===== src/design/ilms_pkg.sv =====
// ilms_pkg: shared types and constants for the interval list membership search.
// Used by ilms_ctrl, ilms_dpath and interval_list_membership_search.
package ilms_pkg;

    localparam int TABLE_DEPTH = 1024;
    localparam int KEY_WIDTH   = 64;
    localparam int ADDR_W      = $clog2(TABLE_DEPTH);
    localparam int POS_W       = 10;
    localparam int CFG_IDX_W   = 1;
    // signed search bounds: low may pass the top by one, high may drop to -1
    localparam int SPAN_W      = POS_W + 2;
    // pair tests allowed per query: floor(log2(depth)) + 2
    localparam int PROBE_LIMIT = $clog2(TABLE_DEPTH + 1) + 1;
    localparam int LEFT_W      = $clog2(PROBE_LIMIT + 1);

    localparam logic [POS_W-1:0] RANGE_FIRST_RST = POS_W'(0);
    localparam logic [POS_W-1:0] RANGE_LAST_RST  = POS_W'(1023);

    localparam logic CMD_LOAD  = 1'b0;
    localparam logic CMD_QUERY = 1'b1;

    localparam logic [CFG_IDX_W-1:0] CFG_RANGE_FIRST = CFG_IDX_W'(0);
    localparam logic [CFG_IDX_W-1:0] CFG_RANGE_LAST  = CFG_IDX_W'(1);

    typedef enum logic [1:0] {
        S_IDLE,
        S_ISSUE,
        S_TEST,
        S_DONE
    } t_state;

    // controller -> datapath
    typedef struct packed {
        logic load_wr;   // write accepted bound word
        logic start;     // latch query and range
        logic issue;     // read probe pair
        logic miss;      // stop with not found
        logic test;      // compare pair, narrow range or finish
        logic out_load;  // move answer into output register
    } t_dp_cmd;

    // datapath -> controller
    typedef struct packed {
        logic stop;      // empty range or probe budget spent
        logic test_end;  // pair holds key, or last possible pair
        logic out_free;  // output register can take a word
    } t_dp_sts;

endpackage


===== src/design/ilms_ctrl.sv =====
// ilms_ctrl: search sequencer (idle, issue read, test pair, hand off result).
// Depends on ilms_pkg.
module ilms_ctrl
    import ilms_pkg::*;
(
    input  logic    i_clk,
    input  logic    i_rst_n,
    input  logic    i_in_valid,
    input  logic    i_in_cmd,
    input  t_dp_sts i_sts,
    output logic    o_in_ready,
    output t_dp_cmd o_cmd
);

    t_state r_state;
    t_state n_state;

    always_ff @(posedge i_clk) begin
        if (!i_rst_n) begin
            r_state <= S_IDLE;
        end else begin
            r_state <= n_state;
        end
    end

    always_comb begin
        n_state = r_state;
        case (r_state)
            S_IDLE: begin
                if (i_in_valid && i_in_cmd == CMD_QUERY) begin
                    n_state = S_ISSUE;
                end
            end
            S_ISSUE: begin
                n_state = i_sts.stop ? S_DONE : S_TEST;
            end
            S_TEST: begin
                n_state = i_sts.test_end ? S_DONE : S_ISSUE;
            end
            S_DONE: begin
                if (i_sts.out_free) begin
                    n_state = S_IDLE;
                end
            end
            default: n_state = S_IDLE;
        endcase
    end

    always_comb begin
        o_cmd      = '0;
        o_in_ready = 1'b0;
        case (r_state)
            S_IDLE: begin
                o_in_ready    = 1'b1;
                o_cmd.load_wr = i_in_valid && i_in_cmd == CMD_LOAD;
                o_cmd.start   = i_in_valid && i_in_cmd == CMD_QUERY;
            end
            S_ISSUE: begin
                o_cmd.issue = !i_sts.stop;
                o_cmd.miss  = i_sts.stop;
            end
            S_TEST: begin
                o_cmd.test = 1'b1;
            end
            S_DONE: begin
                o_cmd.out_load = i_sts.out_free;
            end
            default: o_cmd = '0;
        endcase
    end

endmodule


===== config.mk =====
export PLATFORM = sky130hd
export DESIGN_NAME = ilms_ctrl
export DESIGN_NICKNAME = d
export VERILOG_FILES = /design/src/design/ilms_pkg.sv /design/src/design/ilms_ctrl.sv
export SDC_FILE = /design/constraint.sdc
export NUM_CORES = 1
export LEC_CHECK = 0
export BUFFER_PORTS_ARGS = -buffer_cell sky130_fd_sc_hd__buf_4
export CORE_AREA = 5 5 42 44
export DETAILED_ROUTE_END_ITERATION = 16
export DIE_AREA = 0 0 47 49
export MAX_ROUTING_LAYER = met4
export PLACE_DENSITY_LB_ADDON = 0.25
export SETUP_SLACK_MARGIN = 0.05
export SYNTH_ARGS = -nofsm -noshare
export SYNTH_HDL_FRONTEND = slang
export SYNTH_SLANG_ARGS = --single-unit

===== constraint.sdc =====
create_clock -name i_clk -period 0.91 [get_ports i_clk]
set_clock_uncertainty 0.15 [all_clocks]
set_input_delay 0 -clock i_clk [delete_from_list [all_inputs] [get_ports i_clk]]
set_output_delay 0 -clock i_clk [all_outputs]
set_load 0.005 [all_outputs]

== Word level (Yosys, flattened, before mapping) ==
Cells that the tools add are included.

* Equality and inequality tests: 5
* Multiplexer cells: 10
* Bitwise logic cells: 1
* Reduce and logical (&&, ||, !) cells: 5

{| class="wikitable"
|+ Operators with widths
! kind !! count
|-
| $mux 2 || 5
|-
| $pmux 2 s4 || 1
|-
| $eq 2x2->1 const B || 2
|-
| $mux 1 || 4
|-
| $ne 2x2->1 const B || 2
|-
| $eq 2x1->1 const B || 1
|-
| $logic_and 1x1->1 || 2
|-
| $logic_not 2->1 || 1
|-
| $reduce_and 2->1 || 1
|-
| $logic_not 1->1 || 1
|-
| $not 1->1 || 1
|}

* Register bits after elaboration: 2
* Output and inout port bits: 7
* Logic and storage cells: 22

== Depth between registers and ports, before layout ==
* Depth in word-level cells: 3
* Depth in mapped cells: 3
* Mapped depth without buffers: 3

== Worst setup path after synthesis ==
Ideal clock, no wire load.

* Path type: reg2reg
* Start point: register r_state[1]
* End point: register r_state[1]
* Setup time: 0.117 ns
* Arrival: 0.717 ns
* Required time: 0.643 ns
* Slack: -0.073 ns
* Stages on the path, launching flop included: 4
* Buffers on the path: 0
* Cell sequence: dfxtp_1 > nor2b_2 > a22oi_1 > nor2_1

* Cells in the longest elaborated chain, start to end: 3
* Elaborated cells between the ends (all ways): 8

{| class="wikitable"
|+ RTL lines
! what !! line !! text
|-
| start: declaration || ilms_ctrl.sv:15 || <nowiki>t_state r_state;</nowiki>
|-
| start signal: assignment || ilms_ctrl.sv:22 || <nowiki>r_state <= n_state;</nowiki>
|-
| $eq 2x2->1 / $logic_not 2->1 (equally long branches) || ilms_ctrl.sv:28 || <nowiki>case (r_state)</nowiki>
|-
| $ne 2x2->1 (no line) || - ||
|-
| $reduce_and 2->1 (no line) || - ||
|}

Parallel ways exist; a longest one is shown, timed or not.
A chain may end at the register's enable or synchronous reset.

==> impl_metrics.csv <==
group,metric,value,unit
worst_setup_path,cp.required,0.76,ns
worst_setup_path,path_class,"flop to output port",
worst_setup_path,worstPathArrival,1.01,ns
sta,setup_violations,9,
clock_network,cts_root_buf,"clkbuf_4",
sta,min_period,1.16,ns
power_and_ir_drop,p_sw,140,µW
routing,viasPerCell,3.79,
power_and_ir_drop,seq_power_share,0.221,
clock_network,clk_pin_slew_worst_paths,0.03,ns
layout,largest_reg_flops,2,
power_and_ir_drop,p_leak,0.200,nW
clock_network,clk_latency,0.22,ns
routing,drc_errors,0,
power_and_ir_drop,swShare,0.262,
routing,wl_per_cell,10.3,µm
worst_setup_path,cp-start-kind,"flop",
worst_setup_path,worstPathMaxFanout,5,
floorplanning,die_area,0.00230,mm²
floorplanning,core,0.00140,mm²
worst_setup_path,cp-end-kind,"output port",
floorplanning,ios,14,
yosys,ys_types,12,
yosys,yosys-top-cells-area,"dfxtp_1 30%, a221oi_2 11%, and3_1 9.3%",
clock_network,cts_hold_buf,1,
routing,ant_nets,0,
routing,highest_layer,"met3",
sta,finalCritPeriodShare,1.27,
floorplanning,start_util,0.0964,
power_and_ir_drop,share_comb_of_total_power,0.418,
sta,fin_ws,-0.250,ns
sta,worst_pin_slew,0.164,ns
sta,slew_viol_final,0,
run_status,violations,"hold timing, setup timing",
clock_network,htreeDepth,1,
run_status,status,"finished, violations left",
yosys,postSynthAreaPerCell,7.95,µm²
routing,drtIter0Drc,0,
layout,num-nets-final,49,
yosys,synth_edf_count,0,
sta,max_freq,862,MHz
sta,holdWs,-0.120,ns
layout,design_area,422,µm²
clock_network,cts.sinks,2,
yosys,ys_seq_area_frac,0.296,
sta,slew_headroom,0.891,
global_route,grt_pass1_vias,246,
sta,rsz0062_at_grt,"true",
layout,layoutNonFillerInstCount,56,
run,cap_violations,0,
floorplanning,die_width,47,µm
yosys,ys_ff_latch,2,
layout,largest_register,"r_state",
yosys,yosysTopAreaCell,"dfxtp_1",
placement,port_buffers,13,
layout,areaGrowthSynthToFinish,212,%
placement,pre_cts_slack,-0.0678,ns
yosys,synthesis.area,135,µm²
yosys,syn_nets,24,
clock_network,cts_made_buffers,3,
yosys,synth_top_area_share,0.296,
hold_path,hp-class,"input port to flop",
power_and_ir_drop,clockPowerShare,0.361,
clock_network,clockBufferDepth,2,
placement,dpl.cell_count,48,
routing,wl_met3,89,µm
yosys,yosysMostFrequentCell,"nand2_1",
global_route,grt_usage,0.0627,
routing,wl,577,µm
global_route,grt_overflow,0,
layout,n_antenna_cell,0,
global_route,grt_pass1_wl,1010,µm
power_and_ir_drop,internal_power,395,µW
placement,gp_congestion,0.636,
yosys,synth_cells,17,
global_route,antenna_found_initial,0,
yosys,ys.warnings.count,0,
global_route,grt_max_degree,8,
power_and_ir_drop,ir_drop,507,µV
placement,placed_area,275,µm²
routing,wl_met1,222,µm
routing,met2_length,266,µm
floorplanning,num_rows,14,
layout,layout-drive-gt1-share,0.850,
routing,drt_first_pass_iters,1,
clock_network,cts_tree,"yes",
placement,dp_hpwl,382,µm
yosys,ys.flop_type,"dfxtp_1",
yosys,synthArstFlopShare,0,
yosys,netlist_top_cells_count,"3 x nand2_1, 2 x and3_1, 2 x dfxtp_1, 2 x nor2_1",
layout,reg_top3,"r_state: 2 flops",
sta,hold_viol,2,
power_and_ir_drop,power_density,1270,mW/mm²
routing,routed-via-count,212,
floorplanning,die_y,49,µm
power groups by stage:
stage / Combinational, mW / Sequential, mW / Clock (mW)
6_report: 0.224 / 0.118 / 0.193
5_1_grt: 0.243 / 0.120 / 0.219
4_1_cts: 0.174 / 0.122 / 0.206
3_5_place_dp: 0.128 / 0.119 / 0
3_3_place_gp: 0.127 / 0.119 / 0
2_1_floorplan: 0.0513 / 0.116 / 0
worst paths after layout:
| kind | from | end | slack [ns] | cells after the start |
|---|---|---|---|---|
| worst min register to register | r_state[0]$_SDFFE_PN0P_ | r_state[0]$_SDFFE_PN0P_ | 0.34 | 1 |
| worst max register to register | r_state[1]$_SDFFE_PN0P_ | r_state[0]$_SDFFE_PN0P_ | -0.15 | 4 |
| worst max-delay path | r_state[0]$_SDFFE_PN0P_ | o_cmd[1] | -0.25 | 4 |
| worst min-delay path | i_sts[1] | r_state[1]$_SDFFE_PN0P_ | -0.12 | 3 |
repair_timing:
| item | in CTS | in global routing |
|---|---|---|
| hold endpoints to repair | 2 | 2 |
| pin swaps | 4 | 4 |
| setup endpoints to repair | 9 | 9 |
| resized for setup | 11 | 7 |
| buffers inserted | 2 | 2 |
metrics by stage:
step | utilization | power (mW) | TNS, ns
4_1_cts | 0.261 | 0.502 | -1.62
3_3_place_gp | 0.196 | 0.246 | -0.287
3_5_place_dp | 0.196 | 0.247 | -0.306
5_1_grt | 0.301 | 0.583 | -2.16
6_report | 0.301 | 0.535 | -1.71
2_1_floorplan | - | 0.167 | -0.0145
kinds of logic after synthesis:
| kind of cell | Yosys count | share of synthesized area |
|---|---|---|
| DFF | 2 | 0.296 |
| AOI/OAI and AO/OA | 3 | 0.204 |
| buffers and inverters | 1 | 0.0278 |
| and+or+nand+nor | 11 | 0.472 |
metal layers:
| metal | vias up | track usage |
|---|---|---|
| li1 | 106 | - |
| met1 | 92 | 0.0677 |
| met2 | 14 | 0.0837 |
| met3 | 0 | 0.0258 |
| met4 | 0 | 0.0553 |
| met5 | - | - |
worst max-delay path, cell delays in order, from the launching register on:
cell and delay (ns):
dfxtp_4 0.36, buf_12 0.13, nor2b_4 0.12, buf_6 0.10, buf_6 0.08
cell type report:
class	instances	area, µm²
multi-input cells	14	133
inverters	1	3.75
flip-flops and latches	2	47.5
well taps	16	20.0
fillers	162	980
repair buffers	20	195
clock buffers	3	22.5
cells in the final DEF (no fill, tap or decap):
| master | netlist | layout |
|---|---|---|
| dlygate4sd3_1 | 0 | 1 |
| and3b_2 | 1 | 1 |
| buf_6 | 0 | 8 |
| nor2_1 | 2 | 2 |
| and3_4 | 0 | 2 |
| nor2b_4 | 0 | 1 |
| nor2_4 | 0 | 1 |
| buf_12 | 0 | 1 |
| o21ai_2 | 0 | 1 |
| inv_1 | 1 | 1 |
| a22oi_2 | 0 | 1 |
| nor3b_2 | 0 | 1 |
| nand2_4 | 0 | 1 |
| a221oi_2 | 1 | 1 |
| clkbuf_4 | 0 | 3 |
| buf_4 | 0 | 10 |
| dfxtp_4 | 0 | 2 |
| nand2_1 | 3 | 2 |
Note: power is estimated with default switching activity, not from simulation.
